[src/design/sdepq_pkg.sv]
// Package for the sorted double-ended priority queue: payload types and codes.
`timescale 1ns / 1ps

package sdepq_pkg;

  // Operation codes
  localparam logic [1:0] FUNC_INSERT = 2'd0;
  localparam logic [1:0] FUNC_DELMIN = 2'd1;
  localparam logic [1:0] FUNC_DELMAX = 2'd2;
  localparam logic [1:0] FUNC_CLEAR  = 2'd3;

  // Status codes
  localparam logic [1:0] STATUS_OK    = 2'd0;
  localparam logic [1:0] STATUS_FULL  = 2'd1;
  localparam logic [1:0] STATUS_EMPTY = 2'd2;

  // One stored entry
  typedef struct packed {
    logic signed [15:0] key;
    logic        [7:0]  tag;
  } entry_t;

  // Input transaction
  typedef struct packed {
    logic        [1:0]  func;
    logic signed [15:0] key;
    logic        [7:0]  tag;
  } in_t;

  // Result transaction
  typedef struct packed {
    logic        [1:0]  status;
    logic signed [15:0] popped_key;
    logic        [7:0]  popped_tag;
    logic signed [15:0] min_key;
    logic        [7:0]  min_tag;
    logic signed [15:0] max_key;
    logic        [7:0]  max_tag;
    logic        [4:0]  count;
    logic               empty_res;
    logic               full_res;
  } out_t;

  // Broadcast control to every cell
  typedef struct packed {
    logic       en;
    logic [1:0] func;
  } cell_ctrl_t;

endpackage

[src/design/sorted_double_ended_priority_queue.sv]
// Top level of the sorted double-ended priority queue.
`timescale 1ns / 1ps

// A row of CAPACITY cells keeps the entries sorted by ascending signed key;
// a new key lands before equal keys. Each transaction is insert, delete
// minimum, delete maximum or clear, and yields one result with the popped
// entry, the new minimum and maximum, the count and a status. The cell row
// updates at the accepting edge. The next cycle picks the minimum and maximum
// from the updated row into the output register. The result is presented
// in the output state that follows the calculation state, and is held until
// taken. Input is stalled from acceptance until the result is taken.

module sorted_double_ended_priority_queue
  import sdepq_pkg::*;
#(
  parameter int CAPACITY = 16
) (
  input  logic clk_i,
  input  logic rst_ni,
  input  logic in_valid_i,
  output logic in_stall_o,
  input  in_t  in_data_i,
  output logic out_valid_o,
  input  logic out_stall_i,
  output out_t out_data_o
);

  localparam int CNT_W = $clog2(CAPACITY + 1);

  localparam logic [1:0] ST_IDLE = 2'd0;
  localparam logic [1:0] ST_CALC = 2'd1;
  localparam logic [1:0] ST_OUT  = 2'd2;

  logic [1:0]          state_q, state_d;
  logic [CNT_W-1:0]    count_q, count_d;
  logic [1:0]          status_q, status_d;
  entry_t              popped_q, popped_d;
  out_t                out_q, out_d;

  entry_t              ent [CAPACITY];
  logic [CAPACITY-1:0] vld;
  logic [CAPACITY-1:0] less;
  logic [CAPACITY-1:0] last;
  entry_t              max_sel;
  entry_t              min_sel;
  entry_t              new_entry;
  cell_ctrl_t          ctrl;
  logic                in_acc;
  logic                full;
  logic                op_ok;
  logic [CNT_W+4:0]    count_ext;

  assign in_acc     = in_valid_i && !in_stall_o;
  assign in_stall_o = (state_q != ST_IDLE);
  assign full       = (count_q == CNT_W'(CAPACITY));
  assign new_entry  = '{key: in_data_i.key, tag: in_data_i.tag};

  // Decide whether the operation changes the row
  always_comb begin
    case (in_data_i.func)
      FUNC_INSERT: op_ok = !full;
      FUNC_DELMIN: op_ok = vld[0];
      FUNC_DELMAX: op_ok = vld[0];
      default:     op_ok = 1'b1;
    endcase
  end

  assign ctrl = '{en: in_acc && op_ok, func: in_data_i.func};

  // Row of cells
  for (genvar i = 0; i < CAPACITY; i++) begin : g_cell
    entry_t left_e, right_e;
    logic   left_v, left_l, right_v;

    if (i == 0) begin : g_first
      assign left_e = '0;
      assign left_v = 1'b1;
      assign left_l = 1'b1;
    end else begin : g_mid_l
      assign left_e = ent[i-1];
      assign left_v = vld[i-1];
      assign left_l = less[i-1];
    end

    if (i == CAPACITY - 1) begin : g_last
      assign right_e = '0;
      assign right_v = 1'b0;
      assign last[i] = vld[i];
    end else begin : g_mid_r
      assign right_e = ent[i+1];
      assign right_v = vld[i+1];
      assign last[i] = vld[i] && !vld[i+1];
    end

    sdepq_cell u_cell (
      .clk_i         (clk_i),
      .rst_ni        (rst_ni),
      .ctrl_i        (ctrl),
      .new_i         (new_entry),
      .left_i        (left_e),
      .left_valid_i  (left_v),
      .left_less_i   (left_l),
      .right_i       (right_e),
      .right_valid_i (right_v),
      .entry_o       (ent[i]),
      .valid_o       (vld[i]),
      .less_o        (less[i])
    );
  end

  // Highest valid cell, one-hot AND-OR select; zero when empty
  always_comb begin
    max_sel = '0;
    for (int i = 0; i < CAPACITY; i++) begin
      max_sel = max_sel | (last[i] ? ent[i] : '0);
    end
  end

  assign min_sel = vld[0] ? ent[0] : '0;

  // Count, status and popped entry at acceptance
  always_comb begin
    count_d  = count_q;
    status_d = status_q;
    popped_d = popped_q;
    if (in_acc) begin
      status_d = STATUS_OK;
      popped_d = '0;
      case (in_data_i.func)
        FUNC_INSERT: begin
          if (full) status_d = STATUS_FULL;
          else      count_d  = count_q + 1'b1;
        end
        FUNC_DELMIN: begin
          if (!vld[0]) begin
            status_d = STATUS_EMPTY;
          end else begin
            popped_d = ent[0];
            count_d  = count_q - 1'b1;
          end
        end
        FUNC_DELMAX: begin
          if (!vld[0]) begin
            status_d = STATUS_EMPTY;
          end else begin
            popped_d = max_sel;
            count_d  = count_q - 1'b1;
          end
        end
        FUNC_CLEAR: begin
          count_d = '0;
        end
        default: begin
          count_d = count_q;
        end
      endcase
    end
  end

  assign count_ext = {5'b0, count_q};

  // Result assembly from the updated row
  always_comb begin
    out_d            = out_q;
    out_d.status     = status_q;
    out_d.popped_key = popped_q.key;
    out_d.popped_tag = popped_q.tag;
    out_d.min_key    = min_sel.key;
    out_d.min_tag    = min_sel.tag;
    out_d.max_key    = max_sel.key;
    out_d.max_tag    = max_sel.tag;
    out_d.count      = count_ext[4:0];
    out_d.empty_res  = !vld[0];
    out_d.full_res   = full;
  end

  // Transaction sequencing
  always_comb begin
    state_d = state_q;
    case (state_q)
      ST_IDLE: if (in_acc) state_d = ST_CALC;
      ST_CALC: state_d = ST_OUT;
      ST_OUT:  if (!out_stall_i) state_d = ST_IDLE;
      default: state_d = ST_IDLE;
    endcase
  end

  always_ff @(posedge clk_i or negedge rst_ni) begin
    if (!rst_ni) begin
      state_q <= ST_IDLE;
      count_q <= '0;
    end else begin
      state_q <= state_d;
      count_q <= count_d;
    end
  end

  always_ff @(posedge clk_i) begin
    status_q <= status_d;
    popped_q <= popped_d;
    if (state_q == ST_CALC) begin
      out_q <= out_d;
    end
  end

  assign out_valid_o = (state_q == ST_OUT);
  assign out_data_o  = out_q;

endmodule

[src/design/sdepq_cell.sv]
// One cell of the sorted chain: holds one entry and shifts with its neighbors.
`timescale 1ns / 1ps

module sdepq_cell
  import sdepq_pkg::*;
(
  input  logic       clk_i,
  input  logic       rst_ni,
  input  cell_ctrl_t ctrl_i,
  input  entry_t     new_i,
  input  entry_t     left_i,
  input  logic       left_valid_i,
  input  logic       left_less_i,
  input  entry_t     right_i,
  input  logic       right_valid_i,
  output entry_t     entry_o,
  output logic       valid_o,
  output logic       less_o
);

  entry_t entry_q, entry_d;
  logic   valid_q, valid_d;

  // Valid cells form a sorted prefix, so less flags form a prefix too
  assign less_o  = valid_q && (entry_q.key < new_i.key);
  assign entry_o = entry_q;
  assign valid_o = valid_q;

  // Next entry: keep, take new, or take a neighbor
  always_comb begin
    entry_d = entry_q;
    valid_d = valid_q;
    if (ctrl_i.en) begin
      case (ctrl_i.func)
        FUNC_INSERT: begin
          if (!less_o) begin
            entry_d = left_less_i ? new_i : left_i;
            valid_d = valid_q | left_valid_i;
          end
        end
        FUNC_DELMIN: begin
          entry_d = right_i;
          valid_d = right_valid_i;
        end
        FUNC_DELMAX: begin
          valid_d = right_valid_i;
        end
        FUNC_CLEAR: begin
          valid_d = 1'b0;
        end
        default: begin
          valid_d = valid_q;
        end
      endcase
    end
  end

  always_ff @(posedge clk_i or negedge rst_ni) begin
    if (!rst_ni) begin
      valid_q <= 1'b0;
    end else begin
      valid_q <= valid_d;
    end
  end

  // Payload needs no reset
  always_ff @(posedge clk_i) begin
    entry_q <= entry_d;
  end

endmodule

[config.mk]
export PLATFORM = sky130hd
export DESIGN_NAME = sorted_double_ended_priority_queue
export DESIGN_NICKNAME = d
export VERILOG_FILES = /design/src/design/sdepq_pkg.sv /design/src/design/sorted_double_ended_priority_queue.sv /design/src/design/sdepq_cell.sv
export SDC_FILE = /design/constraint.sdc
export NUM_CORES = 1
export LEC_CHECK = 0
export BUFFER_PORTS_ARGS = -buffer_cell sky130_fd_sc_hd__clkbuf_2
export CAP_MARGIN = 25
export CORE_AREA = 2 2 309 388
export CTS_BUF_LIST = sky130_fd_sc_hd__clkbuf_4 sky130_fd_sc_hd__clkbuf_8 sky130_fd_sc_hd__clkbuf_16
export DETAILED_ROUTE_END_ITERATION = 10
export DIE_AREA = 0 0 311 390
export PLACE_DENSITY = 0.5
export SETUP_SLACK_MARGIN = 0.2
export SKIP_CTS_REPAIR_TIMING = 1
export SYNTH_ARGS = -nofsm -noshare
export SYNTH_HDL_FRONTEND = slang
export SYNTH_HIERARCHICAL = 1
export SYNTH_SLANG_ARGS = --single-unit
[constraint.sdc]
create_clock -name clk_i -period 5 [get_ports clk_i]
set_input_delay 0.25 -clock clk_i [delete_from_list [all_inputs] [get_ports clk_i]]
set_output_delay 0.25 -clock clk_i [all_outputs]
set_load 0.02 [all_outputs]
# Word level (Yosys, flattened, before mapping)
# Cells that the tools add are included.
[totals] ff_bits=514 wordCells=336
[op_classes] n_addsub=2 eq_ne=26 n_mux=108 reduce_logical=91 n_bitwise=30 order_cmp=16
[op_table] op="$mux 24" count=49
[op_table] op="$pmux 24 s2" count=17
[op_table] op="$or 24x24->24" count=15
[op_table] op="$lt 16x16->1" count=16
[op_table] op="$reduce_and 3->1" count=17
[op_table] op="$pmux 1 s3" count=15
[op_table] op="$ne 2x2->1 const B" count=19
[op_table] op="$reduce_and 2->1" count=17
[op_table] op="$logic_and 1x1->1" count=33
[op_table] op="$logic_not 1->1" count=18
[op_table] op="$mux 1" count=17
[op_table] op="$or 1x1->1" count=15
[op_table] op="$pmux 5 s3" count=1
[op_table] op="$mux 5" count=2
[op_table] op="$eq 2x2->1 const B" count=3
[op_table] op="$mux 2" count=3
[op_table] op="$pmux 2 s3" count=1
[op_table] op="$add 5x1->5 const B" count=1
[op_table] op="$eq 5x5->1 const B" count=1
[op_table] op="$sub 5x1->5 const B" count=1
[op_table] op="$eq 2x1->1 const B" count=2
[op_table] op="$logic_not 2->1" count=2
[op_table] op="$pmux 1 s2" count=2
[op_table] op="$pmux 2 s2" count=1
[op_table] op="4 further kinds" count=5

# Longest topological paths before layout
# Gate-level depths: netlist of run 1.
[logic_depth] ltp_word=20 depth_mapped=11 mapped_depth_nobuf=9

# By module
# The synthesis of run 1 kept the hierarchy.
[modules_own_cells] module="sdepq_cell (g_cell[0].u_cell ...)" cells_each=180 instances=13 area_per_inst_um2=1771.7
[modules_own_cells] module="sorted_double_ended_priority_queue" cells_each=509 instances=1 area_per_inst_um2=6819.0
[modules_own_cells] module="sdepq_cell (g_cell[7].u_cell ...)" cells_each=174 instances=3 area_per_inst_um2=1731.7

# Worst setup path before layout of run 1
# No wires, ideal clock.
[synth_path] path_kind="register to register" from="reg state_q[1]" to="reg out_q (netlist bit out_data_o[0]) (enable)" path_buffers=0 arrival_ps=4022 stages_incl_launch_ff=2 path_slack_ps=446 required_time_ps=4468 synth_period_minus_slack_ps=4554 setup_ps=532 path_cell_list="dfrtp_1 nor2b_1"
[synth_via] elab_chain_len=1
[synth_lines] item="start, declared" line_no="sorted_double_ended_priority_queue.sv:34" rtl="logic [1:0] state_q, state_d;"
[synth_lines] item="start signal, assigned" line_no="sorted_double_ended_priority_queue.sv:193" rtl="state_q <= state_d;"
[synth_lines] item="$eq 2x1->1" line_no="sorted_double_ended_priority_queue.sv:201" rtl="if (state_q == ST_CALC) begin"
[synth_lines] item="end signal, assigned" line_no="sorted_double_ended_priority_queue.sv:202" rtl="out_q <= out_d;"
[synth_lines] item="end, declared" line_no="sorted_double_ended_priority_queue.sv:38" rtl="out_t out_q, out_d;"
# Every way passes these cells.
# A chain may end at the register's enable or synchronous reset.

# Worst setup path after layout of run 1
[layout_path] from="in in_data_i[23] (netlist bit)" to="reg g_cell[4].u_cell.entry_q (netlist bit g_cell[4].u_cell/entry_o[3]), data pin"
[layout_via] elab_chain_len=5
[layout_lines] item="start, declared" line_no="sorted_double_ended_priority_queue.sv:22" rtl="input in_t in_data_i,"
[layout_lines] item="$lt 16x16->1" line_no="sdepq_cell.sv:25" rtl="assign less_o = valid_q && (entry_q.key < new_i.key);"
[layout_lines] item="$logic_and 1x1->1" line_no="sdepq_cell.sv:25"
[layout_lines] item="net g_cell[4].left_l" line_no="sorted_double_ended_priority_queue.sv:73" rtl="logic left_v, left_l, right_v;"
[layout_lines] item="$mux 24" line_no="sdepq_cell.sv:37" rtl="entry_d = left_less_i ? new_i : left_i;"
[layout_lines] item="$mux 24" line_no="sdepq_cell.sv:36" rtl="if (!less_o) begin"
[layout_lines] item="$pmux 24 s2" line_no="sdepq_cell.sv:34" rtl="case (ctrl_i.func)"
[layout_lines] item="end signal, assigned" line_no="sdepq_cell.sv:68" rtl="entry_q <= entry_d;"
[layout_lines] item="end, declared" line_no="sdepq_cell.sv:21" rtl="entry_t entry_q, entry_d;"
# The timed path passes the listed nets, and every way through them passes these cells. The select of a mux whose other input is x is not followed.

==> results.rst, run 1 <==
.. list-table::
   :header-rows: 1

   * - Metric
     - Value
   * - Core Rows
     - about 140
   * - PD cells
     - about 420 nW/um^2
   * - Result of the run
     - complete, no violations
   * - Period utilization
     - 0.693
   * - HPWL Detailed
     - between 90000 and 100000 um
   * - Peak ir drop on the vdd network
     - between 0.2 and 0.25 mV
   * - Standard cell core area
     - roughly 120000 um^2
   * - Slew at the pin with the worst max-slew slack
     - approximately 1.0 ns
   * - Yosys warnings
     - 6
   * - Post-route design area
     - 39600 um^2
   * - Destination of the worst register-to-register timing path
     - g_cell[10].u_cell/entry_o[4]$_DFFE_PP_
   * - Multi-input gate area
     - 18100 um^2
   * - CTS H-Tree Depth
     - 2
   * - Buffers from clock root to sink, at most
     - 3
   * - Hold EP
     - state_q[0]$_DFFE_PN0P_
   * - Largest net degree at the start of global routing
     - 83
   * - Reg2reg setup slack
     - 1.61 ns
   * - Setup repair after global routing missed its margin
     - false
   * - Number of sinks handled by clock tree synthesis
     - between 500 and 600
   * - DRT Pass-1 Iters
     - 6
   * - Total power of the final layout
     - between 15 and 20 mW
   * - Finished Core Util
     - 0.337
   * - Startpoint types
     - primary input
   * - Number of antenna violations at the first check in global routing
     - 5
   * - Number of filler instances in the final layout
     - about 12000
   * - Via count normalized by instance count
     - approximately 5.2
   * - Total routed wirelength
     - approximately 120000 um
   * - Element type at the critical path end
     - flip-flop
   * - Post-synthesis cell area
     - about 35000 um^2
   * - Final sum of negative setup slack
     - 0 ns
   * - # DRC
     - 0
   * - Final setup violating endpoints
     - 0
   * - Final Wtd Congestion
     - about 0.90
   * - Path type of the worst min-delay path
     - primary input to flip-flop
   * - Vias in the first global route
     - roughly 25000
   * - Remaining global-route overflow
     - 0
   * - Storage cell area
     - 15300 um^2
   * - Number of antenna cells inserted
     - 0
   * - Hold Crit Start
     - in_valid_i
   * - Relative slew slack
     - 0.328
   * - Final Non-Filler Cells
     - about 5100
   * - Commonest cells after routing, fill and taps aside
     - sky130_fd_sc_hd__edfxtp_1, sky130_fd_sc_hd__nand2_1, sky130_fd_sc_hd__o21ai_0, sky130_fd_sc_hd__mux2i_1, sky130_fd_sc_hd__inv_1
   * - Inserted Clock Buffers
     - 55
   * - GR Util All Layers
     - 0.190
   * - Clock transition at the registers of the reported paths
     - approximately 0.06 ns
   * - Number of failing hold endpoints at the final stage
     - 0
   * - Die ar.
     - between 100000 and 150000 um^2
   * - Highest clock frequency the design can meet
     - ~0.29 GHz
   * - TritonCTS clock tree
     - built
   * - Number of port buffers
     - roughly 110
   * - Synthesized instance count
     - roughly 3400
   * - Count of pins over their slew limit
     - 0
   * - Number of cells on the worst hold path
     - 3
   * - Depth of the worst register-to-register path
     - 9
   * - Wire length of the first global-routing pass
     - between 150000 and 200000 um
   * - Static leakage power
     - ~15 nW
   * - Overall die width
     - just over 300 um
   * - Critical path class
     - primary input to flip-flop
   * - Cell total after placement
     - 4987
   * - Clk Latency, worst-skew pair
     - ~0.65 ns
   * - Worst R2R Start
     - g_cell[9].u_cell/entry_o[9]$_DFFE_PP_
   * - Clk root buf
     - sky130_fd_sc_hd__clkbuf_16
   * - Max-cap viol count
     - 0
   * - DR vias
     - 26400
   * - Critical path required time
     - ~5.4 ns
   * - Height of the die
     - 390 um
   * - Cell area reported after detailed placement
     - roughly 38000 um^2
   * - Endpoint arrival time on the critical path
     - between 3 and 4 ns
   * - Fraction of final layout cells with drive strength greater than 1
     - 0.131
   * - Worst-path fanout max
     - 24
   * - Mean instance size in the synthesized netlist
     - around 10 um^2
   * - Most common cell after layout, fill and taps aside
     - sky130_fd_sc_hd__edfxtp_1
   * - Post-detailed-route count of antenna-violating nets
     - 0
   * - IO Count
     - between 100 and 150
   * - Final critical-path required period
     - 3.46 ns
   * - Initial Util
     - 0.298
   * - Drt initial violations
     - 2438
   * - Nets@finish
     - ~3800
   * - Worst setup skew after layout
     - 0.0191 ns
   * - Routed wire per std cell
     - about 23 um
   * - Signed area change from the synthesized netlist to the final layout
     - 13.2%
registers in the layout, summed over array words and instances, names as in the netlist:
name                   cells
state_q                    2
count_q                    5
out_data_o                81
out_d                     24
status_q                   2
g_cell.u_cell/valid_o     16
g_cell.u_cell/entry_o    384
critical path: stages:
cell                       delay, ns
sky130_fd_sc_hd__clkbuf_2       0.46
sky130_fd_sc_hd__buf_4          0.38
sky130_fd_sc_hd__inv_1          0.09
sky130_fd_sc_hd__ha_1           0.45
sky130_fd_sc_hd__nand4_1        0.28
sky130_fd_sc_hd__nor3_1         0.37
sky130_fd_sc_hd__a31oi_1        0.16
sky130_fd_sc_hd__o211ai_2       0.23
sky130_fd_sc_hd__mux2i_4        0.30
sky130_fd_sc_hd__buf_4          0.42
sky130_fd_sc_hd__mux2i_1        0.26
sky130_fd_sc_hd__o21ai_0        0.09
worst max-delay path by stage:
| stage | startpoint | end | slack, ns | cells after the start |
|---|---|---|---|---|
| after CTS | g_cell[9].u_cell/entry_o[9]$_DFFE_PP_ | g_cell[10].u_cell/entry_o[7]$_DFFE_PP_ | 1.56 | 9 |
| after detailed placement | in_data_i[23] | g_cell[4].u_cell/entry_o[3]$_DFFE_PP_ | 0.87 | 12 |
| after floorplan | state_q[1]$_DFFE_PN0P_ | out_data_o[0]$_DFFE_PN_ | 0.45 | 1 |
| after global routing | in_data_i[23] | g_cell[4].u_cell/entry_o[4]$_DFFE_PP_ | 1.36 | 12 |
| final | in_data_i[23] | g_cell[4].u_cell/entry_o[3]$_DFFE_PP_ | 1.54 | 12 |
| after global placement | in_data_i[23] | g_cell[4].u_cell/entry_o[3]$_DFFE_PP_ | 0.84 | 12 |
layout make-up:
| type | count | area share |
|---|---|---|
| clock buffer | 64 | 0.0369 |
| clock inverter | 40 | 0.0102 |
| inverter | 301 | 0.0285 |
| multi-input combinational | 2416 | 0.458 |
| sequential | 514 | 0.387 |
| tap | 1573 | 0.0497 |
| timing repair buffer | 187 | 0.0303 |
metrics by stage:
stage / setup WS, ns / hold slack, ns
6_report: 1.54 / 0.0850
2_1_floorplan: 0.446 / -0.0456
3_5_place_dp: 0.868 / 0.369
5_1_grt: 1.36 / 0.112
4_1_cts: 1.56 / -0.323
3_3_place_gp: 0.836 / 0.369
layer usage:
layer / routed length, um / track usage / vias to the layer above
li1: - / - / 12600
met1: 50100 / 0.241 / 12900
met2: 57200 / 0.331 / 786
met3: 5840 / 0.0245 / 139
met4: 4070 / 0.0644 / 10
met5: 53 / 0 / -
where the power goes:
group	internal (mW)	total, mW	switching (mW)
logic	2.34	6.05	3.71
clock network	2.42	4.34	1.91
registers	5.68	6.37	0.688
Note: power is estimated with default switching activity, not from simulation.
==> run 2: changes to the inputs <==
--- a/config.mk
+++ b/config.mk
@@ -11,7 +11,7 @@
 export CTS_BUF_LIST = sky130_fd_sc_hd__clkbuf_4 sky130_fd_sc_hd__clkbuf_8 sky130_fd_sc_hd__clkbuf_16
 export DETAILED_ROUTE_END_ITERATION = 10
 export DIE_AREA = 0 0 311 390
-export PLACE_DENSITY = 0.5
+export PLACE_DENSITY = 0.52
 export SETUP_SLACK_MARGIN = 0.2
 export SKIP_CTS_REPAIR_TIMING = 1
 export SYNTH_ARGS = -nofsm -noshare
==> constraint.sdc (replaced) <==
create_clock -name clk_i -period 2.8 [get_ports clk_i]
set_input_delay 0.14 -clock clk_i [delete_from_list [all_inputs] [get_ports clk_i]]
set_output_delay 0.14 -clock clk_i [all_outputs]
set_load 0.02 [all_outputs]
==> results.rst, run 2 (same netlist as run 1, synthesis figures left out) <==
.. list-table::
   :header-rows: 1

   * - Metric
     - Value
   * - Number of filler instances in the final layout
     - 11500 (-3.2%)
   * - Remaining global-route overflow
     - 0 (unchanged)
   * - Proportion of power drawn by combinational gates
     - 0.441 (+0.080)
   * - Path type of the worst min-delay path
     - primary input to flip-flop
   * - Core Rows
     - 141 (unchanged)
   * - Signed area change from the synthesized netlist to the final layout
     - 31.0%
   * - Cell type with the highest occurrence count on the critical path
     - sky130_fd_sc_hd__mux2i_4
   * - Int Power
     - 20.8 mW (+99%)
   * - Flop pwr share
     - 0.328 (-0.052)
   * - Initial Util
     - 0.298 (unchanged)
   * - Endpoint arrival time on the critical path
     - 3.33 ns (-0.51 ns)
   * - Fraction of final layout cells with drive strength greater than 1
     - 0.273 (+0.142)
   * - Vias in the first global route
     - 27000 (+6.9%)
   * - Element type at the critical path end
     - flip-flop
   * - Final setup violating endpoints
     - 78 (+78)
   * - Critical path required time
     - 3.20 ns (-2.18 ns)
   * - Finished Core Util
     - 0.391 (+0.0532)
   * - Setup repair after global routing missed its margin
     - true
   * - HPWL Detailed
     - 96100 um (+5.4%)
   * - Highest clock frequency the design can meet
     - around 0.34 GHz
   * - Final Wtd Congestion
     - 0.914 (+2.0%)
   * - Buffers from clock root to sink, at most
     - 3 (unchanged)
   * - DRT Pass-1 Iters
     - 5 (-1)
   * - Number of cells on the worst hold path
     - 3 (unchanged)
   * - Number of failing hold endpoints at the final stage
     - 0 (unchanged)
   * - Cell total after placement
     - 5467 (+9.6%)
   * - Destination of the worst register-to-register timing path
     - g_cell[13].u_cell/entry_o[18]$_DFFE_PP_
   * - Wire length of the first global-routing pass
     - 175000 um (+1.4%)
   * - Net switching fraction of the power
     - 0.374 (-0.00255)
   * - Nets@finish
     - 4356 (+15%)
   * - Result of the run
     - finished, violations left
   * - Relative slew slack
     - 0.369 (+0.0409)
   * - Part of the total power dissipated in the clock network
     - 0.232 (-0.027)
   * - Commonest cells after routing, fill and taps aside
     - sky130_fd_sc_hd__buf_4, sky130_fd_sc_hd__edfxtp_1, sky130_fd_sc_hd__nand2_1, sky130_fd_sc_hd__mux2i_1, sky130_fd_sc_hd__inv_1
   * - Number of sinks handled by clock tree synthesis
     - 514 (unchanged)
   * - Startpoint types
     - flip-flop
   * - Hold EP
     - g_cell[8].u_cell/entry_o[11]$_DFFE_PP_
   * - DR vias
     - 28900 (+9.4%)
   * - Sequence of cells on the critical path
     - ha_4 > nand4_1 > nor3_2 > buf_4 > nand2_1 > o211ai_4 > mux2i_4 > buf_12 > clkbuf_16 > mux2i_4 > o21ai_1
   * - Worst-path fanout max
     - 6 (-75%)
   * - Depth of the worst register-to-register path
     - 11 (+2)
   * - Clk root buf
     - sky130_fd_sc_hd__clkbuf_16
   * - Peak per-stage delay on the critical path
     - 0.44 ns (-0.02 ns)
   * - Via count normalized by instance count
     - 5.13 (-1.2%)
   * - Die ar.
     - 121000 um^2 (unchanged)
   * - Min setup slack post-route
     - -0.126 ns (-1.66 ns)
   * - Violations in the final reports
     - negative setup slack
   * - Max-cap viol count
     - 0 (unchanged)
   * - Height of the die
     - 390 um (unchanged)
   * - Drt initial violations
     - 2526 (+3.6%)
   * - Overall die width
     - 311 um (unchanged)
   * - Most common cell after layout, fill and taps aside
     - sky130_fd_sc_hd__buf_4
   * - Largest net degree at the start of global routing
     - 83 (unchanged)
   * - Routed wire per std cell
     - 23.0 um (-0.12%)
   * - Period utilization
     - 1.05
   * - Count of pins over their slew limit
     - 0 (unchanged)
   * - TritonCTS clock tree
     - built
   * - GR Util All Layers
     - 0.191 (+0.00122)
   * - Critical path class
     - flip-flop to flip-flop
   * - Hold Crit Start
     - in_data_i[11]
   * - Number of port buffers
     - 112 (unchanged)
   * - Storage cell area
     - 15300 um^2 (unchanged)
   * - Inserted Clock Buffers
     - 54 (-1.8%)
   * - Cell with the largest stage delay on the worst path
     - sky130_fd_sc_hd__edfxtp_1
   * - Standard cell core area
     - 117000 um^2 (unchanged)
   * - Number of antenna cells inserted
     - 0 (unchanged)
   * - Number of antenna violations at the first check in global routing
     - 4 (-1)
   * - Clk Latency, worst-skew pair
     - 0.67 ns (+0.02 ns)
   * - Final Non-Filler Cells
     - 5643 (+11%)
   * - Multi-input gate area
     - 19100 um^2 (+5.1%)
   * - Worst R2R Start
     - g_cell[12].u_cell/entry_o[23]$_DFFE_PP_
   * - Peak ir drop on the vdd network
     - 0.479 mV (+110%)
   * - IO Count
     - 113 (unchanged)
   * - Static leakage power
     - 18.5 nW (+21%)
   * - Post-Place Setup Slack
     - -0.504 ns (-1.37 ns)
   * - Reg2reg setup slack
     - -0.13 ns (-1.74 ns)
   * - Final critical-path required period
     - around 3 ns
   * - Worst setup skew after layout
     - 0.0415 ns (+0.0225 ns)
   * - CTS H-Tree Depth
     - 2 (unchanged)
   * - Total routed wirelength
     - 130000 um (+11%)
   * - Number of flip-flops under the largest register name
     - 384 (unchanged)
   * - Net switching power figure
     - 12.4 mW (+97%)
   * - Clock transition at the registers of the reported paths
     - 0.07 ns (about the same)
   * - PD cells
     - 724 nW/um^2 (+71%)
   * - Post-detailed-route count of antenna-violating nets
     - 0 (unchanged)
   * - Slew at the pin with the worst max-slew slack
     - 0.947 ns (-0.0613 ns)
   * - # DRC
     - 0 (unchanged)
## run 2: cell types whose count changed in the layout (fill, tap and decap cells not counted), moves of 8 or more
| cell | delta |
|---|---|
| sky130_fd_sc_hd__o21ai_0 | -244 |
| sky130_fd_sc_hd__buf_4 | +458 |
| sky130_fd_sc_hd__buf_12 | +49 |
| sky130_fd_sc_hd__mux2i_2 | +25 |
| sky130_fd_sc_hd__o21ai_1 | +240 |
| sky130_fd_sc_hd__mux2i_4 | +9 |
| sky130_fd_sc_hd__a31oi_1 | -8 |
| sky130_fd_sc_hd__buf_6 | +19 |
| sky130_fd_sc_hd__mux2i_1 | -34 |
| sky130_fd_sc_hd__nor3_1 | -10 |
| sky130_fd_sc_hd__ha_4 | +26 |
| sky130_fd_sc_hd__clkbuf_16 | +22 |
| sky130_fd_sc_hd__ha_1 | -31 |
## run 2: worst max-delay path, delay by kind of cell, from the launching register on
family / cells / cell delay (ns)
mux: 2 / 0.54
simple gates: 3 / 0.59
fa+ha+maj: 1 / 0.33
buf+inv: 3 / 0.53
flops: 1 / 0.44
compound gates: 2 / 0.23
## run 2: metal layers
layer / track usage / wire, um
met4: 0.0565 / 7090
met5: 0 / 36
met2: 0.332 / 64200
met3: 0.0209 / 6900
met1: 0.248 / 51500
## run 2: layout make-up
type,count,share of cell area
Clock buffer,65,0.0318
Clock inverter,31,0.00794
Inverter,301,0.0246
Sequential cell,514,0.334
Timing Repair Buffer,743,0.143
Multi-Input combinational cell,2416,0.416
Tap cell,1573,0.0429
## run 2: how the worst max path moves through the flow
stage                                                       start                                 endpoint  depth (start not counted)
after CTS                 g_cell[12].u_cell/entry_o[23]$_DFFE_PP_  g_cell[13].u_cell/entry_o[22]$_DFFE_PP_                         10
after global placement                              in_data_i[23]  g_cell[13].u_cell/entry_o[22]$_DFFE_PP_                         14
after floorplan                            state_q[1]$_DFFE_PN0P_    g_cell[9].u_cell/entry_o[0]$_DFFE_PP_                          4
after detailed placement                            in_data_i[23]  g_cell[13].u_cell/entry_o[22]$_DFFE_PP_                         14
after global routing      g_cell[12].u_cell/entry_o[20]$_DFFE_PP_   g_cell[13].u_cell/entry_o[9]$_DFFE_PP_                         11
final                     g_cell[12].u_cell/entry_o[23]$_DFFE_PP_  g_cell[13].u_cell/entry_o[18]$_DFFE_PP_                         11
## run 2: stage by stage
step	hold slack [ns]	power [mW]	instance area, um^2	setup TNS (ns)
after floorplan	-0.156	18.6	35300	-0.942
after global placement	0.324	23.5	41800	-120.39
after detailed placement	0.331	23.6	41800	-137.78
after CTS	-0.380	31.4	43600	-26.65
after global routing	0.0376	34.6	45900	-11.43
final	0.0181	33.2	45900	-4.11
## run 2: power by group through the flow
stage / logic, mW / clock network [mW] / registers, mW
after floorplan: 7.28 / 0 / 11.4
after global placement: 12.5 / 0 / 11.0
after detailed placement: 12.6 / 0 / 11.0
after CTS: 12.6 / 7.87 / 10.9
after global routing: 15.5 / 8.08 / 11.0
final: 14.6 / 7.70 / 10.9
